[config.mk]
export PLATFORM = sky130hd
export DESIGN_NAME = bmp_bgr_to_framebuffer_blit
export DESIGN_NICKNAME = d
export VERILOG_FILES = /design/src/rtl/bmpb_pkg.sv /design/src/rtl/bmp_bgr_to_framebuffer_blit.sv /design/src/rtl/bmpb_unpack.sv /design/src/rtl/bmpb_place.sv
export SDC_FILE = /design/constraint.sdc
export NUM_CORES = 1
export LEC_CHECK = 0
export BUFFER_PORTS_ARGS = -buffer_cell sky130_fd_sc_hd__buf_2
export CORE_MARGIN = 10
export CORE_UTILIZATION = 50
export CTS_CLUSTER_SIZE = 25
export DETAILED_ROUTE_END_ITERATION = 10
export PLACE_DENSITY = 0.68
export SYNTH_ARGS = -nofsm -noshare
export SYNTH_HDL_FRONTEND = slang
export SYNTH_SLANG_ARGS = --single-unit
[constraint.sdc]
create_clock -name clock -period 5.6 [get_ports clock]
set_input_delay 0.28 -clock clock [delete_from_list [all_inputs] [get_ports clock]]
set_output_delay 0.28 -clock clock [all_outputs]
set_load 0.03 [all_outputs]
[src/rtl/bmpb_pkg.sv]
package bmpb_pkg;

   localparam int PIXEL_BYTE_WIDTH  = 8;
   localparam int IMG_DIM_WIDTH     = 12;
   localparam int OFFSET_WIDTH      = 13;
   localparam int SCREEN_POS_WIDTH  = 14;
   localparam int ADDRESS_WIDTH     = 19;
   localparam int COLOR_WIDTH       = 24;
   localparam int CSR_INDEX_WIDTH   = 2;
   localparam int CSR_DATA_WIDTH    = 13;
   localparam int REQ_TDATA_WIDTH   = 8;
   localparam int RSP_TDATA_WIDTH   = 48;

   localparam logic [1:0] PHASE_BLUE  = 2'd0;
   localparam logic [1:0] PHASE_GREEN = 2'd1;
   localparam logic [1:0] PHASE_RED   = 2'd2;
   localparam logic [1:0] PHASE_PAD   = 2'd3;

   localparam logic [CSR_INDEX_WIDTH-1:0] CSR_IMAGE_WIDTH  = 2'd0;
   localparam logic [CSR_INDEX_WIDTH-1:0] CSR_IMAGE_HEIGHT = 2'd1;
   localparam logic [CSR_INDEX_WIDTH-1:0] CSR_X_OFFSET     = 2'd2;
   localparam logic [CSR_INDEX_WIDTH-1:0] CSR_Y_OFFSET     = 2'd3;

   typedef struct packed {
      logic        [IMG_DIM_WIDTH-1:0] image_width;
      logic        [IMG_DIM_WIDTH-1:0] image_height;
      logic signed [OFFSET_WIDTH-1:0]  x_offset;
      logic signed [OFFSET_WIDTH-1:0]  y_offset;
   } cfg_type;

   typedef struct packed {
      logic signed [SCREEN_POS_WIDTH-1:0] screen_x;
      logic signed [SCREEN_POS_WIDTH-1:0] screen_y;
      logic        [COLOR_WIDTH-1:0]      color;
   } pixel_type;

endpackage

[src/rtl/bmp_bgr_to_framebuffer_blit.sv]
// channel  direction  tdata / data                      handshake
// req      in         pixel_byte[7:0]                   req_tvalid / req_tready
// rsp      out        pixel_address, pixel_color        rsp_tvalid / rsp_tready
// csr      in         csr_index, csr_wdata              csr_wr_en
//
// One byte per cycle while req_tready is high; a write is registered in unpack, then in place.
// Rate is set by the byte sequencer: one counter update per byte.
// Reset is synchronous and clears the byte phase, counters and both valid stages.
// A stalled rsp side holds its result; req_tready stays high while the pixel stage can advance.
module bmp_bgr_to_framebuffer_blit #(
   parameter int SCREEN_WIDTH  = 800,
   parameter int SCREEN_HEIGHT = 480
) (
   input  logic                                    clock,
   input  logic                                    reset,
   input  logic                                    req_tvalid,
   output logic                                    req_tready,
   input  logic [bmpb_pkg::REQ_TDATA_WIDTH-1:0]    req_tdata,  // [7:0] pixel_byte
   output logic                                    rsp_tvalid,
   input  logic                                    rsp_tready,
   output logic [bmpb_pkg::RSP_TDATA_WIDTH-1:0]    rsp_tdata,  // [18:0] pixel_address,
                                                               // [42:19] pixel_color
   input  logic                                    csr_wr_en,
   input  logic [bmpb_pkg::CSR_INDEX_WIDTH-1:0]    csr_index,
   input  logic [bmpb_pkg::CSR_DATA_WIDTH-1:0]     csr_wdata
);
   import bmpb_pkg::*;

   cfg_type                  cfg_ff, cfg_in;
   logic                     pix_valid;
   logic                     pix_ready;
   pixel_type                pix;
   logic [ADDRESS_WIDTH-1:0] pixel_address;
   logic [COLOR_WIDTH-1:0]   pixel_color;

   always_comb begin
      cfg_in = cfg_ff;
      if (csr_wr_en) begin
         unique case (csr_index)
            CSR_IMAGE_WIDTH:  cfg_in.image_width  = csr_wdata[IMG_DIM_WIDTH-1:0];
            CSR_IMAGE_HEIGHT: cfg_in.image_height = csr_wdata[IMG_DIM_WIDTH-1:0];
            CSR_X_OFFSET:     cfg_in.x_offset     = $signed(csr_wdata);
            CSR_Y_OFFSET:     cfg_in.y_offset     = $signed(csr_wdata);
            default:          cfg_in = cfg_ff;
         endcase
      end
   end

   always_ff @(posedge clock) begin
      if (reset) begin
         cfg_ff.image_width  <= IMG_DIM_WIDTH'(1);
         cfg_ff.image_height <= IMG_DIM_WIDTH'(1);
         cfg_ff.x_offset     <= '0;
         cfg_ff.y_offset     <= '0;
      end else begin
         cfg_ff <= cfg_in;
      end
   end

   bmpb_unpack u_unpack (
      .clock      (clock),
      .reset      (reset),
      .cfg        (cfg_ff),
      .byte_valid (req_tvalid),
      .byte_ready (req_tready),
      .pixel_byte (req_tdata[PIXEL_BYTE_WIDTH-1:0]),
      .pix_valid  (pix_valid),
      .pix_ready  (pix_ready),
      .pix        (pix)
   );

   bmpb_place #(
      .SCREEN_WIDTH  (SCREEN_WIDTH),
      .SCREEN_HEIGHT (SCREEN_HEIGHT)
   ) u_place (
      .clock         (clock),
      .reset         (reset),
      .pix_valid     (pix_valid),
      .pix_ready     (pix_ready),
      .pix           (pix),
      .out_valid     (rsp_tvalid),
      .out_ready     (rsp_tready),
      .pixel_address (pixel_address),
      .pixel_color   (pixel_color)
   );

   assign rsp_tdata = {{(RSP_TDATA_WIDTH-ADDRESS_WIDTH-COLOR_WIDTH){1'b0}},
                       pixel_color, pixel_address};

endmodule

[src/rtl/bmpb_unpack.sv]
module bmpb_unpack (
   input  logic                                   clock,
   input  logic                                   reset,
   input  bmpb_pkg::cfg_type                      cfg,
   input  logic                                   byte_valid,
   output logic                                   byte_ready,
   input  logic [bmpb_pkg::PIXEL_BYTE_WIDTH-1:0]  pixel_byte,
   output logic                                   pix_valid,
   input  logic                                   pix_ready,
   output bmpb_pkg::pixel_type                    pix
);
   import bmpb_pkg::*;

   logic [1:0]               phase_ff, phase_in;
   logic [15:0]              hold_ff, hold_in;
   logic [IMG_DIM_WIDTH-1:0] column_ff, column_in;
   logic [IMG_DIM_WIDTH-1:0] row_ff, row_in;
   logic [1:0]               pad_ff, pad_in;
   logic                     pix_valid_ff, pix_valid_in;
   pixel_type                pix_ff, pix_in;

   logic                     accept;
   logic [IMG_DIM_WIDTH-1:0] eff_width;
   logic [IMG_DIM_WIDTH-1:0] eff_height;
   logic [1:0]               pad_len;
   logic [IMG_DIM_WIDTH:0]   column_next;
   logic [IMG_DIM_WIDTH:0]   row_next;
   logic [2:0]               pad_next;
   logic [IMG_DIM_WIDTH-1:0] height_m1;

   assign accept      = byte_valid && byte_ready;
   assign byte_ready  = !pix_valid_ff || pix_ready;
   assign eff_width   = (cfg.image_width == '0) ? IMG_DIM_WIDTH'(1) : cfg.image_width;
   assign eff_height  = (cfg.image_height == '0) ? IMG_DIM_WIDTH'(1) : cfg.image_height;
   assign height_m1   = eff_height - IMG_DIM_WIDTH'(1);
   assign pad_len     = eff_width[1:0];
   assign column_next = {1'b0, column_ff} + (IMG_DIM_WIDTH+1)'(1);
   assign row_next    = {1'b0, row_ff} + (IMG_DIM_WIDTH+1)'(1);
   assign pad_next    = {1'b0, pad_ff} + 3'd1;

   always_comb begin
      logic end_row;
      end_row      = 1'b0;
      phase_in     = phase_ff;
      hold_in      = hold_ff;
      column_in    = column_ff;
      row_in       = row_ff;
      pad_in       = pad_ff;
      pix_valid_in = pix_valid_ff && !pix_ready;
      pix_in       = pix_ff;
      if (accept) begin
         pix_valid_in = 1'b0;
         unique case (phase_ff)
            PHASE_BLUE: begin
               hold_in  = {hold_ff[15:8], pixel_byte};
               phase_in = PHASE_GREEN;
            end
            PHASE_GREEN: begin
               hold_in  = {pixel_byte, hold_ff[7:0]};
               phase_in = PHASE_RED;
            end
            PHASE_RED: begin
               pix_valid_in    = 1'b1;
               pix_in.screen_x = SCREEN_POS_WIDTH'(cfg.x_offset)
                               + $signed({2'b00, column_ff});
               pix_in.screen_y = SCREEN_POS_WIDTH'(cfg.y_offset)
                               + $signed({2'b00, height_m1})
                               - $signed({2'b00, row_ff});
               pix_in.color    = {pixel_byte, hold_ff};
               if (column_next >= {1'b0, eff_width}) begin
                  if (pad_len != 2'd0) begin
                     phase_in = PHASE_PAD;
                     pad_in   = 2'd0;
                  end else begin
                     end_row = 1'b1;
                  end
               end else begin
                  column_in = column_next[IMG_DIM_WIDTH-1:0];
                  phase_in  = PHASE_BLUE;
               end
            end
            PHASE_PAD: begin
               if (pad_next >= {1'b0, pad_len}) begin
                  end_row = 1'b1;
               end else begin
                  pad_in = pad_next[1:0];
               end
            end
            default: begin
               phase_in = PHASE_BLUE;
            end
         endcase
         if (end_row) begin
            column_in = '0;
            pad_in    = 2'd0;
            phase_in  = PHASE_BLUE;
            row_in    = (row_next >= {1'b0, eff_height}) ? '0
                                                         : row_next[IMG_DIM_WIDTH-1:0];
         end
      end
   end

   always_ff @(posedge clock) begin
      if (reset) begin
         phase_ff     <= PHASE_BLUE;
         hold_ff      <= '0;
         column_ff    <= '0;
         row_ff       <= '0;
         pad_ff       <= '0;
         pix_valid_ff <= 1'b0;
      end else begin
         phase_ff     <= phase_in;
         hold_ff      <= hold_in;
         column_ff    <= column_in;
         row_ff       <= row_in;
         pad_ff       <= pad_in;
         pix_valid_ff <= pix_valid_in;
      end
   end

   always_ff @(posedge clock) begin
      pix_ff <= pix_in;
   end

   assign pix_valid = pix_valid_ff;
   assign pix       = pix_ff;

endmodule

[src/rtl/bmpb_place.sv]
module bmpb_place #(
   parameter int SCREEN_WIDTH  = 800,
   parameter int SCREEN_HEIGHT = 480
) (
   input  logic                                  clock,
   input  logic                                  reset,
   input  logic                                  pix_valid,
   output logic                                  pix_ready,
   input  bmpb_pkg::pixel_type                   pix,
   output logic                                  out_valid,
   input  logic                                  out_ready,
   output logic [bmpb_pkg::ADDRESS_WIDTH-1:0]    pixel_address,
   output logic [bmpb_pkg::COLOR_WIDTH-1:0]      pixel_color
);
   import bmpb_pkg::*;

   localparam int PROD_WIDTH = 2 * IMG_DIM_WIDTH + 1;

   logic                     valid_ff, valid_in;
   logic [ADDRESS_WIDTH-1:0] address_ff, address_in;
   logic [COLOR_WIDTH-1:0]   color_ff, color_in;
   logic                     on_screen;
   logic [PROD_WIDTH-1:0]    row_base;
   logic [PROD_WIDTH-1:0]    linear;

   assign pix_ready = !valid_ff || out_ready;

   assign on_screen = (pix.screen_x >= 0)
                   && (pix.screen_x < $signed(SCREEN_POS_WIDTH'(SCREEN_WIDTH)))
                   && (pix.screen_y >= 0)
                   && (pix.screen_y < $signed(SCREEN_POS_WIDTH'(SCREEN_HEIGHT)));

   assign row_base = PROD_WIDTH'(pix.screen_y[IMG_DIM_WIDTH-1:0])
                   * PROD_WIDTH'(SCREEN_WIDTH);
   assign linear   = row_base + PROD_WIDTH'(pix.screen_x[IMG_DIM_WIDTH-1:0]);

   always_comb begin
      valid_in   = valid_ff && !out_ready;
      address_in = address_ff;
      color_in   = color_ff;
      if (pix_valid && pix_ready) begin
         valid_in   = on_screen;
         address_in = linear[ADDRESS_WIDTH-1:0];
         color_in   = pix.color;
      end
   end

   always_ff @(posedge clock) begin
      if (reset) begin
         valid_ff <= 1'b0;
      end else begin
         valid_ff <= valid_in;
      end
   end

   always_ff @(posedge clock) begin
      address_ff <= address_in;
      color_ff   <= color_in;
   end

   assign out_valid     = valid_ff;
   assign pixel_address = address_ff;
   assign pixel_color   = color_ff;

endmodule

Word level (Yosys, flattened, before mapping) --
Cells that the tools add are included.
Word-level totals: logic and storage cells 102, register bits after elaboration 191, input bits 28, output and inout port bits 50
Operators by class: $add $sub $neg 8, mux-type cells 24, multiply operators 1, reduce and logical (&&, ||, !) cells 32, bitwise operators 2, order comparisons 7, eq/ne operators 11
Operator list (number):
- $mux W12 | 6
- $pmux W16 S2 | 1
- $add A13 B13 Y14 | 2
- $ge A14 B1 Y1 const B | 2
- $add A12 B1 Y13 const B | 2
- $ge A13 B12 Y1 | 2
- $logic_not A12 Y1 | 2
- $add A19 B12 Y19 | 1
- $lt A14 B10 Y1 const B | 1
- $lt A14 B11 Y1 const B | 1
- $mul A12 B5 Y14 const B | 1
- $mux W2 | 7
- $sub A14 B13 Y14 | 1
- $reduce_and A2 Y1 | 6
- $reduce_and A3 Y1 | 4
- $sub A12 B1 Y12 const B | 1
- $eq A2 B2 Y1 const B | 4
- $logic_and A1 B1 Y1 | 7
- $mux W1 | 7
- $ne A3 B1 Y1 const B | 2
- $pmux W2 S3 | 1
- $reduce_and A5 Y1 | 1
- $eq A2 B1 Y1 const B | 2
- $logic_not A1 Y1 | 4
- 13 further kinds | 17

Logic depth before layout (Yosys ltp) --
Gate-level depths: netlist (run 1).
word-level depth 9, gate-level depth with buffers 18, mapped depth without buffers 18

By module --
Synthesis (run 1) repeated with hierarchy kept, for this count alone.
Second synthesis, totals: cell total of the unflattened synthesis 1051, area total of the unflattened synthesis 11024.3 um^2
By module, submodules not included:
- bmpb_unpack | seq. area each 2462.4 um^2, area an instance 6158.4 um^2, cells each 634, times used 1
- bmpb_place | seq. area each 1311.3 um^2, area an instance 2819.0 um^2, cells each 228, times used 1
- bmp_bgr_to_framebuffer_blit | seq. area each 1001.0 um^2, area an instance 2047.0 um^2, cells each 189, times used 1

Worst setup path after synthesis (run 1) --
Ideal clock, no wire load.
path type register to register, start register u_unpack.pix_ff, in the netlist u_unpack.pix[26], end register u_place.address_ff[18], in the netlist u_place.pixel_address[18], data pin, data arrival time 3586 ps, slack 1756 ps, period minus slack after synthesis 3844 ps, cell stages (with the launch flop) 17, path buffers 0, setup time 258 ps, data required time 5342 ps, path through edfxtp_1 -> inv_1 -> ha_1 -> ha_1 -> inv_1 -> fa_1 -> inv_1 -> ha_1 -> xnor2_1 -> ha_1 -> o21ai_0 -> or2b_2 -> o41ai_1 -> or4b_4 -> nor3_2 -> nand3b_1 -> xnor2_1
On the way: longest elaborated chain between the ends 2
Ends and longest elaborated chain:
- start, declared | RTL line bmpb_unpack.sv:20 | pixel_type pix_ff, pix_in;
- start signal, assigned | RTL line bmpb_unpack.sv:122 | pix_ff <= pix_in;
- $mul A12 B5 Y14 | RTL line bmpb_place.sv:34 | * PROD_WIDTH'(SCREEN_WIDTH);
- $add A19 B12 Y19 | RTL line bmpb_place.sv:35 | assign linear = row_base + PROD_WIDTH'(pix.screen_x[IMG_DIM_WIDTH-1:0]);
- net u_place.linear[18] | RTL line bmpb_place.sv:24 | logic [PROD_WIDTH-1:0] linear;
- end signal, assigned | RTL line bmpb_place.sv:57 | address_ff <= address_in;
- end, declared | RTL line bmpb_place.sv:20 | logic [ADDRESS_WIDTH-1:0] address_ff, address_in;
The timed path passes the listed nets, and every way through them passes these cells. A chain may end at the register's enable or synchronous reset.

Final worst setup path (run 1) --
start register cfg_ff[30] (netlist bit), end register u_unpack.pix_ff, in the netlist u_unpack.pix[36], data pin
On the way: longest elaborated chain between the ends 5
Ends and longest elaborated chain:
- start, declared | RTL line bmp_bgr_to_framebuffer_blit.sv:29 | cfg_type cfg_ff, cfg_in;
- start signal, assigned | RTL line bmp_bgr_to_framebuffer_blit.sv:56 | cfg_ff <= cfg_in;
- $logic_not A12 Y1 | RTL line bmpb_unpack.sv:34 | assign eff_height = (cfg.image_height == '0) ? IMG_DIM_WIDTH'(1) : cfg.image_height;
- $mux W12 (*) | RTL line bmpb_unpack.sv:34
- $sub A12 B1 Y12 (*) | RTL line bmpb_unpack.sv:35 | assign height_m1 = eff_height - IMG_DIM_WIDTH'(1);
- $add A13 B13 Y14 (*) | RTL line bmpb_unpack.sv:67 | + $signed({2'b00, height_m1})
- $sub A14 B13 Y14 (*) | RTL line bmpb_unpack.sv:68 | - $signed({2'b00, row_ff});
Mark *: on every way between the ends. The rest lies on a longest branch, timed or not.

==> results.py, run 1 <==
metrics = {
    "route": {
        "drc": 0,
        "drtPass1Iterations": 5,
        "routed_wl_um": 22700,
        "antenna_left": 0,
        "viasPerCell": 5.32,
        "drtIter0Drc": 447,
        "post_drt_wl_per_cell_um": 16.1,
        "num_vias": 7520,
    },
    "sta": {
        "hold_slack_ns": 0.0419,
        "worst_slew_pin_slew_ns": 1.08,
        "setup_viol": 0,
        "tns_ns": 0,
        "fmax_mhz": 238,
        "finalCritPeriodShare_pct": 74.9,
        "fin_crit_ns": 4.20,
        "clock_skew_ns": 0.0184,
        "slew_viol_final": 0,
        "finalHoldViolCount": 0,
        "rsz0062_at_grt": "no",
        "maxSlewHeadroom_pct": 27.8,
    },
    "synthesis": {
        "ys_warn_count": 0,
        "synth_area_um2": 10700,
        "synth-seq-area-share_pct": 44.8,
        "ys_ff_latch": 191,
        "synth_cells": 1062,
        "synth_edf_count": 95,
        "synthDistinctLibCells": 70,
        "async_flop_share_pct": 0,
        "syn_area_per_cell_um2": 10.0,
        "synth_flop_cell": "dfxtp_1",
    },
    "worst_setup_path": {
        "r2r_end": "u_unpack.pix[36]",
        "regToRegStartpoint": "cfg_ff[30]",
        "critPathRequiredTime_ns": 5.79,
        "cp-endpoint": "u_unpack.pix[36]",
        "startpoint": "cfg_ff[30]",
        "cp_max_fo": 6,
        "critPathKind": "reg -> reg",
        "cp-end-kind": "flip-flop",
        "arrival_ns": 4.39,
        "ff2ff_setup_slack_ns": 1.40,
        "ff2ff_path_depth": 17,
        "cp-start-kind": "flip-flop",
    },
    "pwr": {
        "internal-power_mw": 2.30,
        "ir_drop_uv": 203,
        "p_leak_nw": 4.88,
        "p_sw_uw": 924,
        "finalPower_mw": 3.22,
        "seq_power_share_pct": 47.1,
        "swShare_pct": 28.7,
        "clockPowerShare_pct": 40.9,
        "combPwrFrac_pct": 12.1,
        "power_density_nw_per_um2": 271,
    },
    "clocking": {
        "clk_latency_ns": 0.46,
        "postCtsSetupRepairBufs": 0,
        "postCtsHoldBufs": 0,
        "clk_pin_slew_ns": 0.09,
        "cts_buffer_depth": 2,
        "postCtsResizedCells": 0,
        "cts_tree": "yes",
        "cts_sinks": 191,
        "htree_levels": 4,
        "cts_buffers": 17,
        "root_buffer": "clkbuf_16",
    },
    "cells_and_area": {
        "num-fill-cells": 1811,
        "layout_commonest_cell": "nand2_1",
        "drive_gt1_share_pct": 12.0,
        "layout_common_cells": "nand2_1, inv_1, ha_1",
        "syn_to_final_growth_pct": 11.5,
        "num_antenna_cells": 0,
        "nets": 1278,
    },
    "floorplanning": {
        "die_x_um": 166,
        "start_util_pct": 50.7,
        "core_area_um2": 21000,
        "die_h_um": 166,
        "dieArea_um2": 27500,
        "row_count": 53,
        "pin_count": 78,
    },
    "grt": {
        "antenna_found_initial": 0,
        "grt_pass1_vias": 7298,
        "grt_pass1_wl_um": 37300,
        "grt_max_degree": 68,
        "grt_usage_pct": 16.3,
        "grt_overflow": 0,
    },
    "place": {
        "gp_congestion": 0.884,
        "dp_hpwl_um": 17100,
        "io_buffers": 72,
    },
    "flow_run": {
        "maxCapViolations": 0,
    },
    "outcome": {
        "status": "finished clean",
    },
    "min_path": {
        "hp-class": "in -> reg",
    },
}
[stage by stage]
stage          cells  cell area [um2]  worst slack, ns  util (%)
3_5_place_dp    1381            11200             1.44      53.4
6_report        1413            11900             1.40      56.5
5_1_grt         1413            11900            0.960      56.5
4_1_cts         1413            11900             1.41      56.5
2_1_floorplan   1066            10700             1.76         -
3_3_place_gp    1381            11200             1.61      53.4
[synth_stat cells (3+ instances only)]
cell / instances / share of area [%]
nor2_1: 47 / 1.7
ha_1: 103 / 12
nor2b_1: 9 / 0.53
o21bai_1: 3 / 0.21
buf_1: 4 / 0.14
o21a_1: 12 / 0.85
and3_1: 13 / 0.76
a41o_1: 3 / 0.28
nor4_1: 13 / 0.76
nand2_1: 138 / 4.9
nand4_1: 7 / 0.41
fa_1: 22 / 4.1
a22o_1: 11 / 0.90
clkbuf_1: 19 / 0.67
o21ai_0: 18 / 0.85
a31oi_1: 4 / 0.23
edfxtp_1: 95 / 27
nand3_1: 30 / 1.4
o211ai_1: 5 / 0.35
a21o_1: 17 / 1.2
or2_2: 8 / 0.47
dfxtp_1: 96 / 18
xnor2_1: 51 / 4.2
nor3b_1: 11 / 0.78
a21oi_1: 98 / 4.6
o41ai_1: 3 / 0.25
a2111oi_2: 3 / 0.42
nand2b_1: 10 / 0.59
xor2_1: 16 / 1.3
buf_2: 3 / 0.14
nor3_1: 17 / 0.80
buf_4: 7 / 0.49
nand3b_1: 5 / 0.35
inv_1: 108 / 3.8
and2_1: 6 / 0.35
o31ai_1: 6 / 0.42
[power by group through the flow]
| stage | registers, mW | logic, mW | clock network [mW] |
|---|---|---|---|
| after floorplan | 1.54 | 0.298 | 0 |
| after global placement | 1.55 | 0.382 | 0 |
| after detailed placement | 1.55 | 0.387 | 0 |
| after CTS | 1.52 | 0.390 | 1.34 |
| after global routing | 1.52 | 0.437 | 1.38 |
| final | 1.52 | 0.389 | 1.32 |
[sequential cells by signal, summed over array words and instances, names as in the netlist]
register and cells:
u_place.pixel_color 24, u_unpack.phase_ff 2, cfg_ff 50, u_unpack.pix 52, u_unpack.hold_ff 16, u_place.out_valid 1, u_unpack.row_ff 12, u_place.pixel_address 19
u_unpack.column_ff 12, u_unpack.pad_ff 2, u_unpack.pix_valid 1
[worst min-delay path by stage]
| stage | startpoint | to | slack [ns] | cells after the start |
|---|---|---|---|---|
| after global placement | u_unpack.pix[22] | u_place.pixel_color[22] | 0.40 | 0 |
| final | req_tdata[5] | u_unpack.pix[21] | 0.04 | 1 |
| after CTS | req_tdata[5] | u_unpack.pix[21] | 0.02 | 1 |
| after global routing | req_tdata[5] | u_unpack.pix[21] | 0.02 | 1 |
| after detailed placement | u_unpack.pix[4] | u_place.pixel_color[4] | 0.41 | 0 |
| after floorplan | req_tdata[0] | u_unpack.pix[16] | 0.38 | 0 |
[kinds of logic after synthesis]
| group | after synthesis | share of synthesized area (%) |
|---|---|---|
| compound gates | 205 | 12.5 |
| xor+xnor | 68 | 5.66 |
| fa+ha+maj | 125 | 16.2 |
| buf+inv | 142 | 5.35 |
| flops | 191 | 44.8 |
| mux | 4 | 0.399 |
| other cells | 1 | 0.0352 |
| simple gates | 326 | 15.0 |
[final cells by class]
class                           instances  area [um2]  share of cell area, %
Multi-Input combinational cell        733        5320                   44.8
Tap cell                              275         344                   2.90
Clock inverter                         15         223                   1.88
Timing Repair Buffer                   74         375                   3.16
Sequential cell                       191        4770                   40.2
Inverter                              108         405                   3.42
Clock buffer                           17         425                   3.58
[per-layer routing]
metal,GRT usage (%),part of all wire (%),routed length [um],up-vias
met5,0,0,0,-
met4,4.62,1.3,301,0
met3,3.67,4.8,1080,24
met2,25.8,46,10400,157
met1,21.8,48,10900,3544
li1,-,-,-,3795
[critical path, cell delays in order, from the launching register on]
cell     delay [ns]
dfxtp_1        0.38
inv_1          0.12
nand4_1        0.16
nor4_1         0.36
and2_1         0.20
a21o_1         0.14
inv_1          0.04
ha_1           0.20
xor2_1         0.17
fa_1           0.44
ha_1           0.34
nor2b_1        0.14
o21a_1         0.17
o21ai_0        0.22
a21oi_1        0.14
a41o_1         0.27
o41ai_1        0.34
xnor2_1        0.11
Note: power is estimated with default switching activity, not from simulation.
==> inputs of run 2 (changes only) <==
--- a/config.mk
+++ b/config.mk
@@ -10,7 +10,7 @@
 export CORE_UTILIZATION = 50
 export CTS_CLUSTER_SIZE = 25
 export DETAILED_ROUTE_END_ITERATION = 10
-export PLACE_DENSITY = 0.68
+export PLACE_DENSITY = 0.71
 export SYNTH_ARGS = -nofsm -noshare
 export SYNTH_HDL_FRONTEND = slang
 export SYNTH_SLANG_ARGS = --single-unit
==> constraint.sdc (replaced) <==
create_clock -name clock -period 3.6 [get_ports clock]
set_input_delay 0.18 -clock clock [delete_from_list [all_inputs] [get_ports clock]]
set_output_delay 0.18 -clock clock [all_outputs]
set_load 0.03 [all_outputs]
==> run 2 against run 1 <==
  * The run now ends with setup timing left
  * Die area stayed put
  * Routed wire length is 1.1% higher
  * Worst hold slack worse by 0.022 ns
  * Cell count is 5.2% higher
  * Critical path type unchanged
  * Largest cell class unchanged
  * Highest routed layer unchanged
==> results.py, run 2 (synthesis results as in run 1) <==
metrics = {
    "grt": {
        "grt_pass1_wl_um": 38000,
        "antenna_found_initial": 0,
        "grt_pass1_vias": 7611,
        "grt_max_degree": 44,
        "grt_overflow": 0,
        "grt_usage_pct": 16.5,
    },
    "cells_and_area": {
        "layout_commonest_cell": "nand2_1",
        "nets": 1352,
        "layout_common_cells": "nand2_1, inv_1, edfxtp_1",
        "multi_input_area_um2": 5550,
        "register_area_um2": 4780,
        "largest_reg_flops": 52,
        "num_antenna_cells": 0,
        "drive_gt1_share_pct": 20.0,
        "final_core_util_pct": 60.2,
        "num-fill-cells": 1739,
        "syn_to_final_growth_pct": 18.9,
        "fin_area_um2": 12700,
    },
    "route": {
        "num_vias": 7806,
        "drtIter0Drc": 438,
        "wl_met3_um": 1030,
        "drtPass1Iterations": 7,
        "drc": 0,
        "post_drt_wl_per_cell_um": 15.4,
        "antenna_left": 0,
        "routed.top_layer": "met4",
        "wl_met2_um": 11200,
        "routed_wl_um": 22900,
        "m1WireLength_um": 10400,
        "viasPerCell": 5.25,
    },
    "sta": {
        "rsz0062_at_grt": "yes",
        "finalCritPeriodShare_pct": 104,
        "fin_crit_ns": 3.75,
        "slew_viol_final": 0,
        "finalHoldViolCount": 0,
        "maxSlewHeadroom_pct": 31.9,
        "setup_slack_ns": -0.152,
        "hold_slack_ns": 0.0196,
        "clock_skew_ns": 0.0160,
        "setup_viol": 3,
        "worst_slew_pin_slew_ns": 1.02,
        "fmax_mhz": 267,
    },
    "clocking": {
        "cts_buffers": 17,
        "clk_pin_slew_ns": 0.08,
        "clk_latency_ns": 0.44,
        "htree_levels": 4,
        "root_buffer": "clkbuf_16",
        "cts_tree": "yes",
        "cts_buffer_depth": 2,
        "cts_sinks": 191,
    },
    "worst_setup_path": {
        "cp-start-kind": "flip-flop",
        "ff2ff_setup_slack_ns": -0.15,
        "cpMaxStageDelayCell": "or4b_4",
        "path_cells": "inv_1 -> ha_1 -> ha_1 -> inv_1 -> fa_1 -> inv_2 -> ha_4 -> xnor2_1 -> ha_1 -> o21ai_0 -> or2b_2 -> o41ai_2 -> or4b_4 -> nor3_4 -> nand3b_1 -> xnor2_1",
        "path_common_cell": "ha_1",
        "ff2ff_path_depth": 16,
        "critPathKind": "reg -> reg",
        "regToRegStartpoint": "u_unpack.pix[26]",
        "cpPeakStageDelay_ns": 0.55,
        "arrival_ns": 3.94,
        "r2r_end": "u_place.pixel_address[18]",
        "critPathRequiredTime_ns": 3.79,
        "cp-end-kind": "flip-flop",
        "cp_max_fo": 3,
    },
    "floorplanning": {
        "start_util_pct": 50.7,
        "dieArea_um2": 27500,
        "pin_count": 78,
        "row_count": 53,
        "die_x_um": 166,
        "core_area_um2": 21000,
        "die_h_um": 166,
    },
    "place": {
        "place_area_um2": 11800,
        "dp_hpwl_um": 17600,
        "io_buffers": 72,
        "gp_congestion": 0.856,
    },
    "min_path": {
        "min_to": "cfg_ff[24]",
        "hp-class": "in -> reg",
        "holdPathStages": 3,
        "min_from": "csr_wdata[11]",
    },
    "outcome": {
        "status": "finished with violations",
        "violations": "setup timing",
    },
    "flow_run": {
        "maxCapViolations": 0,
    },
    "pwr": {
        "p_leak_nw": 5.25,
        "power_density_nw_per_um2": 401,
        "ir_drop_uv": 344,
    },
}
run 2: changes by cell type in the layout (fill, tap and decap cells not counted), sizes merged:
cell / before / now
buf: 74 / 139
dlygate4sd3: 0 / 9
clkinv: 4 / 5
inv: 119 / 118
run 2: worst max-delay path by stage:
stage | start | to | slack, ns | cells after the start
detailed placement | cfg_ff[32] | u_unpack.pix[36] | -0.20 | 17
finish | u_unpack.pix[26] | u_place.pixel_address[18] | -0.15 | 16
CTS | u_unpack.pix[26] | u_place.pixel_address[18] | -0.13 | 16
floorplan | u_unpack.pix[26] | u_place.pixel_address[18] | -0.08 | 14
global placement | cfg_ff[32] | u_unpack.pix[35] | -0.11 | 17
global route | u_unpack.pix[26] | u_place.pixel_address[18] | -0.34 | 16
run 2: per-stage QoR:
stage | setup TNS [ns] | worst slack, ns | std cells | total power, mW
floorplan | -0.126 | -0.0818 | 1066 | 2.91
global placement | -0.565 | -0.111 | 1438 | 3.09
detailed placement | -1.06 | -0.203 | 1438 | 3.11
CTS | -0.183 | -0.131 | 1481 | 5.08
global route | -1.47 | -0.335 | 1487 | 5.29
finish | -0.238 | -0.152 | 1487 | 5.07
run 2: where the power goes:
part / leakage (nW) / total, mW / internal [mW] / switching, mW
clock: 0.306 / 1.97 / 0.974 / 0.995
combinational: 3.30 / 0.748 / 0.354 / 0.394
sequential: 1.64 / 2.36 / 2.33 / 0.0246
total: 5.25 / 5.07 / 3.66 / 1.41
run 2: critical path: cells and delay by family (launching register included):
kind,cells,cell delay (ns)
compound gates,2,0.15
buf+inv,3,0.19
simple gates,4,0.99
flops,1,0.41
fa+ha+maj,5,1.51
xor+xnor,2,0.27
run 2: final cells by class:
cell class	count	share of cell area, %
clock buffer	17	3.36
inverter	108	3.20
clock inverter	15	1.65
sequential	191	37.7
multi-input combinational	733	43.8
tap	275	2.72
timing repair buffer	148	7.53
run 2: what timing repair did:
action / 4_1_cts / 5_1_grt
hold endpoints to repair: 10 / 0
pin swaps: 5 / 8
buffers inserted: 2 / 6
gates resized for setup: 5 / 19
hold buffers: 9 / 0
setup endpoints to repair: 9 / 21
run 2: metal layers:
| layer | GRT usage (%) | up-vias |
|---|---|---|
| li1 | - | 3950 |
| met5 | 0 | - |
| met1 | 21.0 | 3670 |
| met3 | 3.38 | 21 |
| met2 | 27.7 | 165 |
| met4 | 4.82 | 0 |
